<file path="src/design/sfp_pkg.sv">
// Shared types and constants for the sync frame target parser.
// No dependencies; imported by sfp_frame_fsm, sync_frame_target_parser and tb_top.
package sfp_pkg;

  localparam logic [7:0] SYNC_FIRST  = 8'hA5;
  localparam logic [7:0] SYNC_SECOND = 8'h5A;

  typedef enum logic [6:0] {
    PH_HUNT  = 7'b0000001,
    PH_SYNC2 = 7'b0000010,
    PH_X     = 7'b0000100,
    PH_Y     = 7'b0001000,
    PH_DHI   = 7'b0010000,
    PH_DLO   = 7'b0100000,
    PH_CHECK = 7'b1000000
  } phase_t;

  typedef struct packed {
    logic [9:0]  x_coord;
    logic [9:0]  y_coord;
    logic [15:0] distance;
  } sfp_result_t;

  typedef struct packed {
    logic        valid;
    sfp_result_t data;
  } sfp_emit_t;

  typedef struct packed {
    logic at_check;
  } sfp_status_t;

endpackage

</file>
<file path="src/design/sfp_frame_fsm.sv">
// Frame phase tracker: sync hunt, byte capture and checksum compare.
// Depends on sfp_pkg; instantiated by sync_frame_target_parser.
module sfp_frame_fsm (
  input  logic               clk,
  input  logic               rst_n,
  input  logic               byte_accept,
  input  logic [7:0]         rx_byte,
  output sfp_pkg::sfp_emit_t   emit,
  output sfp_pkg::sfp_status_t status
);
  import sfp_pkg::*;

  phase_t     phase_r, phase_nxt;
  logic [7:0] x_byte_r, y_byte_r, dist_high_r, dist_low_r;
  logic [7:0] sum;

  assign sum = x_byte_r + y_byte_r;

  always_comb begin
    phase_nxt = PH_HUNT;
    case (phase_r)
      PH_HUNT:  phase_nxt = (rx_byte == SYNC_FIRST) ? PH_SYNC2 : PH_HUNT;
      PH_SYNC2: phase_nxt = (rx_byte == SYNC_SECOND) ? PH_X : PH_HUNT;
      PH_X:     phase_nxt = PH_Y;
      PH_Y:     phase_nxt = PH_DHI;
      PH_DHI:   phase_nxt = PH_DLO;
      PH_DLO:   phase_nxt = PH_CHECK;
      PH_CHECK: phase_nxt = PH_HUNT;
      default:  phase_nxt = PH_HUNT;
    endcase
  end

  always_ff @(posedge clk) begin
    if (!rst_n) begin
      phase_r <= PH_HUNT;
    end else if (byte_accept) begin
      phase_r <= phase_nxt;
    end
  end

  always_ff @(posedge clk) begin
    if (byte_accept) begin
      if (phase_r == PH_X)   x_byte_r    <= rx_byte;
      if (phase_r == PH_Y)   y_byte_r    <= rx_byte;
      if (phase_r == PH_DHI) dist_high_r <= rx_byte;
      if (phase_r == PH_DLO) dist_low_r  <= rx_byte;
    end
  end

  // times three as shift plus add
  assign emit.valid         = byte_accept && (phase_r == PH_CHECK) && (sum == rx_byte);
  assign emit.data.x_coord  = {1'b0, x_byte_r, 1'b0} + {2'b00, x_byte_r};
  assign emit.data.y_coord  = {1'b0, y_byte_r, 1'b0} + {2'b00, y_byte_r};
  assign emit.data.distance = {dist_high_r, dist_low_r};
  assign status.at_check    = (phase_r == PH_CHECK);

endmodule

</file>
<file path="src/design/sync_frame_target_parser.sv">
// Top level of the sync frame target parser: phase tracker plus result register.
// Depends on sfp_pkg and sfp_frame_fsm.
//
// Usage:
//   Input channel in_valid/in_ready/in_rx_byte carries one serial byte per item.
//   Frames are A5 5A x y dist_hi dist_lo check; check must equal x+y mod 256.
//   Result channel out_valid/out_ready carries out_x_coord (x*3), out_y_coord
//   (y*3) and out_distance; a bad checksum yields no result item.
//   Throughput: one byte per cycle unless a check byte stalls. Latency: the result is valid in the cycle
//   after the check byte is accepted, from a single output register.
//   Stall: while a result waits, bytes of the next frame are still taken; only
//   a check byte waits for the output register to free up (in_ready tracks
//   out_ready in that phase, combinationally).
//   Reset (rst_n low, synchronous): parser returns to hunting the first sync
//   byte and any pending result is dropped.
module sync_frame_target_parser (
  input  logic        clk,
  input  logic        rst_n,
  input  logic        in_valid,
  output logic        in_ready,
  input  logic [7:0]  in_rx_byte,
  output logic        out_valid,
  input  logic        out_ready,
  output logic [9:0]  out_x_coord,
  output logic [9:0]  out_y_coord,
  output logic [15:0] out_distance
);
  import sfp_pkg::*;

  sfp_emit_t   emit;
  sfp_status_t status;
  logic        out_valid_r;
  sfp_result_t out_data_r;

  assign in_ready = !status.at_check || !out_valid_r || out_ready;

  sfp_frame_fsm u_fsm (
    .clk         (clk),
    .rst_n       (rst_n),
    .byte_accept (in_valid && in_ready),
    .rx_byte     (in_rx_byte),
    .emit        (emit),
    .status      (status)
  );

  always_ff @(posedge clk) begin
    if (!rst_n) begin
      out_valid_r <= 1'b0;
    end else if (emit.valid) begin
      out_valid_r <= 1'b1;
    end else if (out_ready) begin
      out_valid_r <= 1'b0;
    end
  end

  always_ff @(posedge clk) begin
    if (emit.valid) out_data_r <= emit.data;
  end

  assign out_valid    = out_valid_r;
  assign out_x_coord  = out_data_r.x_coord;
  assign out_y_coord  = out_data_r.y_coord;
  assign out_distance = out_data_r.distance;

endmodule

</file>
<file path="config.mk">
export PLATFORM = sky130hd
export DESIGN_NAME = sync_frame_target_parser
export DESIGN_NICKNAME = d
export VERILOG_FILES = /design/src/design/sfp_pkg.sv /design/src/design/sfp_frame_fsm.sv /design/src/design/sync_frame_target_parser.sv
export SDC_FILE = /design/constraint.sdc
export NUM_CORES = 1
export LEC_CHECK = 0
export BUFFER_PORTS_ARGS = -buffer_cell sky130_fd_sc_hd__buf_2
export CAP_MARGIN = 5
export CORE_MARGIN = 3
export CORE_UTILIZATION = 35
export DETAILED_ROUTE_END_ITERATION = 6
export HOLD_SLACK_MARGIN = 0.15
export SLEW_MARGIN = 20
export SYNTH_ARGS = -nofsm -noshare
export SYNTH_HDL_FRONTEND = slang
export SYNTH_SLANG_ARGS = --single-unit
</file>
<file path="constraint.sdc">
create_clock -name clk -period 10 [get_ports clk]
set_input_delay 1 -clock clk [delete_from_list [all_inputs] [get_ports clk]]
set_output_delay 1 -clock clk [all_outputs]
set_load 0.1 [all_outputs]
</file>
Word level (Yosys, flattened, before mapping) --
Index checks and enable logic that the tools add are counted. Widths: inputs -> output; s select.
Storage, ports and cells: flip-flop bits (word level) 76, input bits 12, output and inout bits 38
Cells by class: add/sub/neg operators 3, equality and inequality tests 10, muxes and demuxes 5, reduce and logical (&&, ||, !) cells 12
Operator list (number):
- $pmux 7 s6 | 1
- $add 9x8->10 | 2
- $add 8x8->8 | 1
- $eq 8x7->1 const B | 1
- $eq 8x8->1 | 1
- $eq 8x8->1 const B | 1
- $reduce_and 2->1 | 4
- $eq 7x1->1 const B | 1
- $eq 7x2->1 const B | 1
- $eq 7x3->1 const B | 1
- $eq 7x4->1 const B | 1
- $eq 7x5->1 const B | 1
- $eq 7x6->1 const B | 1
- $eq 7x7->1 const B | 1
- $logic_and 1x1->1 | 3
- $mux 3 | 1
- $logic_not 1->1 | 2
- $logic_or 1x1->1 | 2
- $mux 1 | 2
- $mux 2 | 1
- $reduce_bool 2->1 | 1

Longest topological paths before layout --
Gate-level depths: netlist of run 1.
depth in word-level cells 8, mapped depth 9, gate-level depth less buffers 9

By module --
Synthesis of run 1 repeated with hierarchy kept, for this count alone.
Second synthesis, totals: cell total of the unflattened synthesis 255, area, all modules 3598.5 µm²
By module, submodules not included:
- sfp_frame_fsm | times used 1, cells an instance 214, area an instance 2457.4 µm², seq. area each 1101.1 µm²
- sync_frame_target_parser | times used 1, cells an instance 41, area an instance 1141.1 µm², seq. area each 1101.1 µm²

Worst setup path after synthesis of run 1 --
OpenSTA, ideal clock, no wires.
kind register to register, start point register u_fsm.y_byte_r[0], end point register out_data_r (netlist bit out_distance[0]) (enable), data arrival time 3.753 ns, slack 5.794 ns, stages on the path, launching flop included 8, path buffers 0, period minus slack after synthesis 4.206 ns, path through edfxtp_1 ha_1 fa_1 a211oi_1 nor2_1 xnor2_1 nand4b_1 nor4_2
RTL lines:
- start, declared | line sfp_frame_fsm.sv:14 | logic [7:0] x_byte_r, y_byte_r, dist_high_r, dist_low_r;
- start signal, assigned | line sfp_frame_fsm.sv:44 | if (phase_r == PH_Y) y_byte_r <= rx_byte;
- end signal, assigned | line sync_frame_target_parser.sv:57 | if (emit.valid) out_data_r <= emit.data;
- end, declared | line sync_frame_target_parser.sv:33 | sfp_result_t out_data_r;

==> impl_metrics.py, run 1 <==
metrics = {
    "pwr": {
        "pwrdens_mw_per_mm2": 138,
        "peakVddDrop_v": 0.0000640,
        "p_leak_nw": 1.58,
    },
    "final_layout": {
        "layout.area.seq_mm2": 0.00220,
        "multi_input_area_mm2": 0.00130,
        "areaGrowthSynthToFinish_pct": 18.1,
        "most_common_cell_after_layout_fill_and_taps_aside": "edfxtp_1",
        "final.fill_count": 954,
        "most-common-layout-cells": "edfxtp_1, buf_2, ha_1, xnor2_1, inv_1",
        "drive_above_1_share_pct": 24.5,
        "final_net_count": 349,
        "antenna_cells": 0,
    },
    "placement": {
        "gp_congestion": 0.890,
        "detailed_place_hpwl_um": 4620,
        "portBuffers": 49,
        "detailedPlace.worstSlack_ps": 7040,
    },
    "floorplanning": {
        "core_mm2": 0.00982,
        "die_x_um": 107,
        "die_height_um": 107,
        "rows": 36,
        "die_ar_mm2": 0.0113,
        "starting_density_pct": 36.0,
        "io-pin-count": 50,
    },
    "global_route": {
        "grt_antenna_before_repair": 0,
        "gr-usage-all-layers_pct": 12.3,
        "grt_overflow_total": 0,
        "number_of_global_route_vias_before_repair": 2135,
        "grt_start_max_net_pins": 37,
        "grt_first_pass_wirelength_um": 10700,
    },
    "synthesis": {
        "synth.distinct_cells": 42,
        "postSynthNetCount": 289,
        "synth_async_reset_ratio_pct": 0,
        "synth.avg_cell_area_um2": 14.2,
        "predominant_post_synthesis_flop_cell": "edfxtp_1",
        "synthesis.instances": 249,
        "yosys_warnings": 0,
        "synth-seq-cells": 76,
        "synth_seq_area_share_pct": 62.3,
        "post_synth_instance_area_mm2": 0.00354,
        "synth_enable_flop_cells": 68,
    },
    "sta": {
        "report.final.hold_viol_count": 0,
        "achievable-frequency_mhz": 339,
        "timing.final.crit_share_pct": 29.5,
        "worst_slew_pin_slew_ps": 718,
        "final.setup.worst_slack_ps": 7050,
        "finClkSkew_ps": 10.4,
        "rsz0062_at_grt": "false",
        "setup_tns_final_ps": 0,
        "timing.final.setup_violations": 0,
        "max_slew_margin_pct": 51.9,
        "count_of_final_max_slew_check_failures": 0,
        "timing.final.crit_period_ps": 2950,
    },
    "worst_setup_path": {
        "critical_path_peak_fanout": 36,
        "critical_path.top_delay_family": "adder cells",
        "crit_type": "reg -> reg",
        "start_kind": "flop",
        "worst_setup_path_end_kind": "flop",
        "timing.critical_path.buf_inv": 1,
        "crit_required_ps": 9990,
        "critical_path.slowest_cell": "buf_4",
        "cp.arrival_ps": 2940,
        "max_stage_delay_ps": 460,
        "cp_cell_sequence": "ha_1, fa_1, a211oi_1, nor2_1, xnor2_1, nand4b_1, nor4_4, buf_4",
    },
    "drt": {
        "via_count": 2103,
        "route.detailed.drc": 0,
        "post_drt_via_cell_ratio": 4.70,
        "detail_route.iter0.violations": 92,
        "wl_per_cell_um": 14.3,
        "drt-total-wl_um": 6410,
        "antenna_left": 0,
        "total_iterations_of_the_first_detailed_routing_run": 6,
    },
    "clocking": {
        "number_of_buffers_inserted_during_clock_tree_synthesis": 9,
        "cts.root.buffer_cell": "clkbuf_8",
        "ctsHoldBuffers": 0,
        "tritoncts_clock_tree": "yes",
        "cts_repair_resize_count": 0,
        "worst_skew_pair.late_latency_ps": 350,
        "clockBufferDepth": 2,
        "cts.clk_slew.worst_paths_ps": 90,
        "postCtsSetupRepairBufs": 0,
        "cts_max_level": 3,
        "numClockSinks": 76,
    },
    "status": {
        "outcome": "finished clean",
    },
    "flow_run": {
        "max_cap_viol_count": 0,
    },
    "worst_hold_path": {
        "hold_path_class": "reg -> reg",
    },
}
[worst paths after layout]
| path | from | to | slack [ps] | cells after the start |
|---|---|---|---|---|
| setup reg to reg | u_fsm.y_byte_r[0]$_DFFE_PP_ | out_x_coord[8]$_DFFE_PP_ | 7050 | 8 |
| hold / removal | u_fsm.dist_high_r[4]$_DFFE_PP_ | out_distance[12]$_DFFE_PP_ | 410 | 0 |
| setup / recovery | u_fsm.y_byte_r[0]$_DFFE_PP_ | out_x_coord[8]$_DFFE_PP_ | 7050 | 8 |
| hold reg to reg | u_fsm.dist_high_r[4]$_DFFE_PP_ | out_distance[12]$_DFFE_PP_ | 410 | 0 |
[worst register-to-register path, delay by kind of cell (launching register included)]
kind | cells | cell delay (ps)
fa+ha+maj | 2 | 660
xor+xnor | 1 | 170
flops | 1 | 430
buf+inv | 1 | 460
simple gates | 3 | 520
compound gates | 1 | 330
[through the flow]
| stage | instances | cell area, um^2 | total power [W] | hold WS [ps] | utilization, % |
|---|---|---|---|---|---|
| detailed placement | 431 | 3980 | 0.000362 | 405 | 40.5 |
| global route | 447 | 4180 | 0.000598 | 408 | 42.5 |
| finish | 447 | 4180 | 0.000575 | 413 | 42.5 |
| global placement | 431 | 3970 | 0.000362 | 401 | 40.4 |
| CTS | 447 | 4160 | 0.000583 | 408 | 42.4 |
| floorplan | 249 | 3540 | 0.000355 | 400 | - |
[final cells by class]
type                       instances  area share (%)
timing repair buffer              52            6.41
inverter                          13            1.17
multi-input combinational        157            31.2
clock buffer                       9            2.97
sequential                        76            52.7
clock inverter                     7            1.56
tap                              133            3.98
[where the power goes]
part | internal (W) | switching, W
registers | 0.000342 | 0.0000000272
clock network | 0.0000961 | 0.000124
logic | 0.00000469 | 0.00000745
total | 0.000443 | 0.000132
[kinds of logic (layout without fill, tap and decap cells)]
kind of cell	count (synthesis)	after routing	share of synthesized area (%)
fa+ha+maj	28	28	10.5
mux	1	1	0.283
xor+xnor	28	28	6.93
simple gates	55	55	9.59
buf+inv	16	81	1.95
flops	76	76	62.3
compound gates	45	45	8.45
[flip-flops by register name, indices dropped and copies added, names as in the netlist]
name,count
u_fsm.dist_low_r,8
out_x_coord,10
out_y_coord,10
u_fsm.y_byte_r,8
out_valid,1
u_fsm.dist_high_r,8
u_fsm.phase_r,7
out_distance,16
u_fsm.x_byte_r,8
[Yosys cell counts, types with 3 or more instances]
| cell | count | share of area (%) |
|---|---|---|
| nor2b_1 | 8 | 1.4 |
| o21bai_1 | 3 | 0.64 |
| nor4bb_1 | 4 | 1.1 |
| o21a_1 | 4 | 0.85 |
| a21o_1 | 9 | 1.9 |
| nor4_1 | 3 | 0.53 |
| inv_1 | 13 | 1.4 |
| xnor2_1 | 23 | 5.7 |
| xor2_1 | 5 | 1.2 |
| dfxtp_1 | 8 | 4.5 |
| a21oi_1 | 10 | 1.4 |
| edfxtp_1 | 68 | 58 |
| fa_1 | 3 | 1.7 |
| nand2_1 | 12 | 1.3 |
| ha_1 | 25 | 8.8 |
| nor4b_1 | 3 | 0.74 |
| o21ai_0 | 9 | 1.3 |
| nor2_1 | 11 | 1.2 |
[routing by layer]
metal	vias to the layer above	part of all wire, %	track usage (%)
met2	43	48	20.5
met5	-	0	0
met1	1003	47	15.4
li1	1048	-	-
met3	9	3.9	3.28
met4	0	1.5	4.75
(Power assumes the default switching activity.)
==> run 2: changes to the inputs <==
- clock period: 10 -> 2.77 ns (I/O delays scaled with it)
==> run 2 against run 1 <==
- die area stayed put
- critical path depth increased by 1
- cell area is 2.2% higher
- largest cell class unchanged
- combinational power rose to 3.7 times the previous value
- sequential share of layout area is 1.1 points lower
- core utilization up 0.96 points
- clock power rose to 4.0 times the previous value
==> impl_metrics.py, run 2 (same netlist as run 1, synthesis figures left out) <==
metrics = {
    "status": {
        "outcome": "finished clean",
    },
    "floorplanning": {
        "rows": 36,
        "core_mm2": 0.00982,
        "die_ar_mm2": 0.0113,
        "starting_density_pct": 36.0,
        "io-pin-count": 50,
        "die_x_um": 107,
        "die_height_um": 107,
    },
    "worst_setup_path": {
        "crit_required_ps": 2830,
        "crit_type": "reg -> reg",
        "start_kind": "flop",
        "critical_path_peak_fanout": 16,
        "cp.arrival_ps": 2730,
        "worst_setup_path_end_kind": "flop",
    },
    "sta": {
        "timing.final.crit_share_pct": 96.4,
        "worst_slew_pin_slew_ps": 495,
        "setup_tns_final_ps": 0,
        "max_slew_margin_pct": 67.3,
        "achievable-frequency_mhz": 375,
        "count_of_final_max_slew_check_failures": 0,
        "timing.final.crit_period_ps": 2670,
        "timing.final.setup_violations": 0,
        "report.final.hold_viol_count": 0,
        "finClkSkew_ps": 10.7,
    },
    "clocking": {
        "worst_skew_pair.late_latency_ps": 350,
        "cts.clk_slew.worst_paths_ps": 80,
        "cts.root.buffer_cell": "clkbuf_8",
        "number_of_buffers_inserted_during_clock_tree_synthesis": 9,
        "tritoncts_clock_tree": "yes",
        "clockBufferDepth": 2,
        "cts_max_level": 3,
        "numClockSinks": 76,
    },
    "pwr": {
        "clkPwrFrac_pct": 40.6,
        "cellInternalPower_w": 0.00168,
        "p_comb_share_pct": 2.1,
        "peakVddDrop_v": 0.000282,
        "power.net_switching_w": 0.000474,
        "pwrdens_mw_per_mm2": 505,
        "power.share.switching_pct": 22.0,
        "seq_power_share_pct": 57.3,
        "p_leak_nw": 1.63,
    },
    "flow_run": {
        "max_cap_viol_count": 0,
    },
    "final_layout": {
        "multi_input_area_mm2": 0.00130,
        "antenna_cells": 0,
        "layout.area.seq_mm2": 0.00220,
        "most-common-layout-cells": "edfxtp_1, buf_2, ha_1, xnor2_1, inv_1",
        "areaGrowthSynthToFinish_pct": 20.7,
        "largest_register_ff_count": 16,
        "utilization_pct": 43.5,
        "final.fill_count": 957,
        "most_common_cell_after_layout_fill_and_taps_aside": "edfxtp_1",
        "final_net_count": 356,
        "drive_above_1_share_pct": 27.1,
    },
    "placement": {
        "detailed_place_hpwl_um": 4660,
        "portBuffers": 49,
        "gp_congestion": 0.825,
    },
    "global_route": {
        "grt_start_max_net_pins": 34,
        "gr-usage-all-layers_pct": 12.0,
        "number_of_global_route_vias_before_repair": 2067,
        "grt_overflow_total": 0,
        "grt_first_pass_wirelength_um": 10400,
        "grt_antenna_before_repair": 0,
    },
    "drt": {
        "route.detailed.drc": 0,
        "via_count": 2109,
        "antenna_left": 0,
        "total_iterations_of_the_first_detailed_routing_run": 4,
        "post_drt_via_cell_ratio": 4.65,
        "detail_route.iter0.violations": 92,
        "drt-total-wl_um": 6680,
        "wl_per_cell_um": 14.7,
    },
    "worst_hold_path": {
        "hold_path_class": "in -> reg",
    },
}
## run 2: power groups by stage
| stage | clock (W) | combinational (W) | sequential (W) |
|---|---|---|---|
| finish | 0.000877 | 0.0000448 | 0.00124 |
| global route | 0.000949 | 0.0000493 | 0.00124 |
| CTS | 0.000905 | 0.0000449 | 0.00124 |
| detailed placement | 0 | 0.0000448 | 0.00126 |
| global placement | 0 | 0.0000442 | 0.00126 |
| floorplan | 0 | 0.0000195 | 0.00126 |
## run 2: cell type report
class | instances | share of cell area, %
inverters | 13 | 1.14
well taps | 133 | 3.90
clock inverters | 7 | 1.88
multi-input cells | 157 | 30.4
flip-flops and latches | 76 | 51.6
repair buffers | 59 | 8.20
clock buffers | 9 | 2.90
## run 2: critical path, cell delays in order, from the launching register on
cell and delay [ps]:
edfxtp_1 420, ha_2 220, fa_2 540, xnor2_1 120
nand2_1 100, nor4_2 230, nand4b_1 180, nor4_4 220
buf_4 180, clkbuf_16 190
## run 2: worst paths after layout
check                           cells past startpoint  slack [ps]                              to                            from
worst max-delay path                                9         100      out_distance[13]$_DFFE_PP_     u_fsm.y_byte_r[0]$_DFFE_PP_
worst min-delay path                                1         220  u_fsm.dist_high_r[5]$_DFFE_PP_                   in_rx_byte[5]
worst max register to register                      9         100      out_distance[13]$_DFFE_PP_     u_fsm.y_byte_r[0]$_DFFE_PP_
worst min register to register                      0         420      out_distance[12]$_DFFE_PP_  u_fsm.dist_high_r[4]$_DFFE_PP_
## run 2: routing by layer
metal / vias up / global-route usage, % / wire length (um)
li1: 1058 / - / -
met1: 997 / 15.2 / 3020
met2: 48 / 19.5 / 3190
met3: 6 / 3.64 / 370
met4: 0 / 4.66 / 95
met5: - / 0 / 0
## run 2: timing repair
action,CTS,global route
setup endpoints to repair,0,37
gates resized for setup,0,1
setup buffers,0,3
hold buffers,0,0
## run 2: through the flow
step           area [um^2]  hold WS, ps  worst slack [ps]  cells  power (W)
4_1_cts               4220          200               127    450    0.00219
6_report              4270          217               100    454    0.00216
5_1_grt               4270          212             -64.1    454    0.00223
3_5_place_dp          4010          405               152    434    0.00131
3_3_place_gp          4010          403               195    434    0.00131
2_1_floorplan         3560          376              -520    249    0.00128
==> run 3: changes to the inputs <==
- BUFFER_PORTS_ARGS: -buffer_cell sky130_fd_sc_hd__buf_2 -> -buffer_cell sky130_fd_sc_hd__buf_4
==> run 3 against run 2 <==
- combinational power up 9.6%
- flip-flop and latch count unchanged
- global-route usage down 0.23 points
- clock power down 7.9%
- final cell count down 0.66%
- cell area up 1.5%
- non-clock buffer count down 3
- setup slack better by 120 ps
- clock-buffer cell count unchanged
- largest cell class unchanged
- highest routed layer unchanged
==> impl_metrics.py, run 3 (same netlist as run 1, synthesis figures left out) <==
metrics = {
    "worst_hold_path": {
        "hold_path_class": "in -> reg",
        "holdCritStartpoint": "in_rx_byte[2]",
    },
    "global_route": {
        "number_of_global_route_vias_before_repair": 2032,
        "grt_overflow_total": 0,
        "grt_first_pass_wirelength_um": 10300,
        "grt_start_max_net_pins": 28,
        "grt_antenna_before_repair": 0,
        "gr-usage-all-layers_pct": 11.8,
    },
    "clocking": {
        "worst_skew_pair.late_latency_ps": 340,
        "cts.root.buffer_cell": "clkbuf_8",
        "cts.clk_slew.worst_paths_ps": 80,
        "cts_max_level": 3,
        "numClockSinks": 76,
        "tritoncts_clock_tree": "yes",
        "ctsHoldBuffers": 0,
        "postCtsSetupRepairBufs": 0,
        "clockBufferDepth": 2,
        "cts_repair_resize_count": 0,
        "number_of_buffers_inserted_during_clock_tree_synthesis": 9,
    },
    "sta": {
        "timing.final.crit_period_ps": 2550,
        "report.final.hold_viol_count": 0,
        "max_slew_margin_pct": 69.9,
        "count_of_final_max_slew_check_failures": 0,
        "achievable-frequency_mhz": 392,
        "worst_slew_pin_slew_ps": 446,
        "rsz0062_at_grt": "false",
        "finClkSkew_ps": 11.1,
        "timing.final.setup_violations": 0,
        "final.setup.worst_slack_ps": 216,
        "timing.final.crit_share_pct": 92.2,
    },
    "worst_setup_path": {
        "worst_setup_path_startpoint": "u_fsm.x_byte_r[0]$_DFFE_PP_",
        "worst_setup_path_end_kind": "flop",
        "critical_path_peak_fanout": 10,
        "critical_path.slowest_cell": "fa_2",
        "max_stage_delay_ps": 530,
        "start_kind": "flop",
        "crit_required_ps": 2820,
        "timing.critical_path.buf_inv": 1,
        "regToRegStartpoint": "u_fsm.x_byte_r[0]$_DFFE_PP_",
        "cp.arrival_ps": 2600,
        "critical_path.top_delay_family": "adder cells",
        "crit_type": "reg -> reg",
        "cp_cell_sequence": "ha_2, fa_2, xnor2_1, nand2_1, nor4_1, nand4b_1, nor4_4, buf_4",
    },
    "floorplanning": {
        "rows": 36,
        "core_mm2": 0.00982,
        "die_x_um": 107,
        "io-pin-count": 50,
        "starting_density_pct": 36.0,
        "die_height_um": 107,
        "die_ar_mm2": 0.0113,
    },
    "final_layout": {
        "antenna_cells": 0,
        "most-common-layout-cells": "edfxtp_1, buf_4, ha_1, xnor2_1, inv_1",
        "most_common_cell_after_layout_fill_and_taps_aside": "edfxtp_1",
        "drive_above_1_share_pct": 25.5,
        "areaGrowthSynthToFinish_pct": 22.5,
        "final.fill_count": 943,
        "layout.cells.non_filler": 451,
        "final_net_count": 353,
        "largest_register_ff_count": 16,
    },
    "pwr": {
        "pwrdens_mw_per_mm2": 483,
        "p_leak_nw": 1.64,
        "peakVddDrop_v": 0.000213,
    },
    "drt": {
        "via_count": 2132,
        "drt-total-wl_um": 6390,
        "post_drt_via_cell_ratio": 4.73,
        "route.detailed.drc": 0,
        "total_iterations_of_the_first_detailed_routing_run": 4,
        "antenna_left": 0,
        "wl_per_cell_um": 14.2,
        "detail_route.iter0.violations": 73,
    },
    "placement": {
        "dpl.cell_count": 435,
        "detailedPlace.worstSlack_ps": 215,
        "detailed_place_hpwl_um": 4760,
        "gp_congestion": 0.838,
        "portBuffers": 49,
    },
    "flow_run": {
        "max_cap_viol_count": 0,
    },
    "status": {
        "outcome": "finished clean",
    },
}
[run 3: final timing paths]
check,end,slack [ps],cells past startpoint
hold reg to reg,out_distance[5]$_DFFE_PP_,410,0
setup / recovery,out_distance[6]$_DFFE_PP_,220,8
setup reg to reg,out_distance[6]$_DFFE_PP_,220,8
hold / removal,u_fsm.x_byte_r[2]$_DFFE_PP_,160,1
[run 3: per-layer routing]
metal	GRT usage, %	part of all wire [%]	wire [um]
met1	15.6	45	2870
met2	18.7	48	3070
met3	3.28	5.2	334
met4	4.29	1.8	112
met5	0	0	0
[run 3: layout make-up]
cell class / instances / area, um^2 / area share (%)
sequential: 76 / 2200 / 50.8
multi-input combinational: 157 / 1290 / 29.8
timing repair buffer: 56 / 433 / 9.99
tap: 133 / 166 / 3.84
clock buffer: 9 / 124 / 2.86
clock inverter: 7 / 67.6 / 1.56
inverter: 13 / 48.8 / 1.13
[run 3: through the flow]
| step | hold WS, ps | setup TNS (ps) | utilization, % | power (W) | area, um^2 |
|---|---|---|---|---|---|
| 2_1_floorplan | 376 | -19140 | - | 0.00128 | 3560 |
| 3_3_place_gp | 403 | 0 | 42.2 | 0.00131 | 4140 |
| 3_5_place_dp | 405 | 0 | 42.2 | 0.00131 | 4140 |
| 4_1_cts | 152 | 0 | 44.1 | 0.00212 | 4330 |
| 5_1_grt | 153 | 0 | 44.1 | 0.00217 | 4330 |
| 6_report | 164 | 0 | 44.1 | 0.00209 | 4330 |
[run 3: power breakdown]
part | switching [W] | internal, W
combinational | 0.0000274 | 0.0000217
clock | 0.000397 | 0.000411
sequential | 0.0000000942 | 0.00124
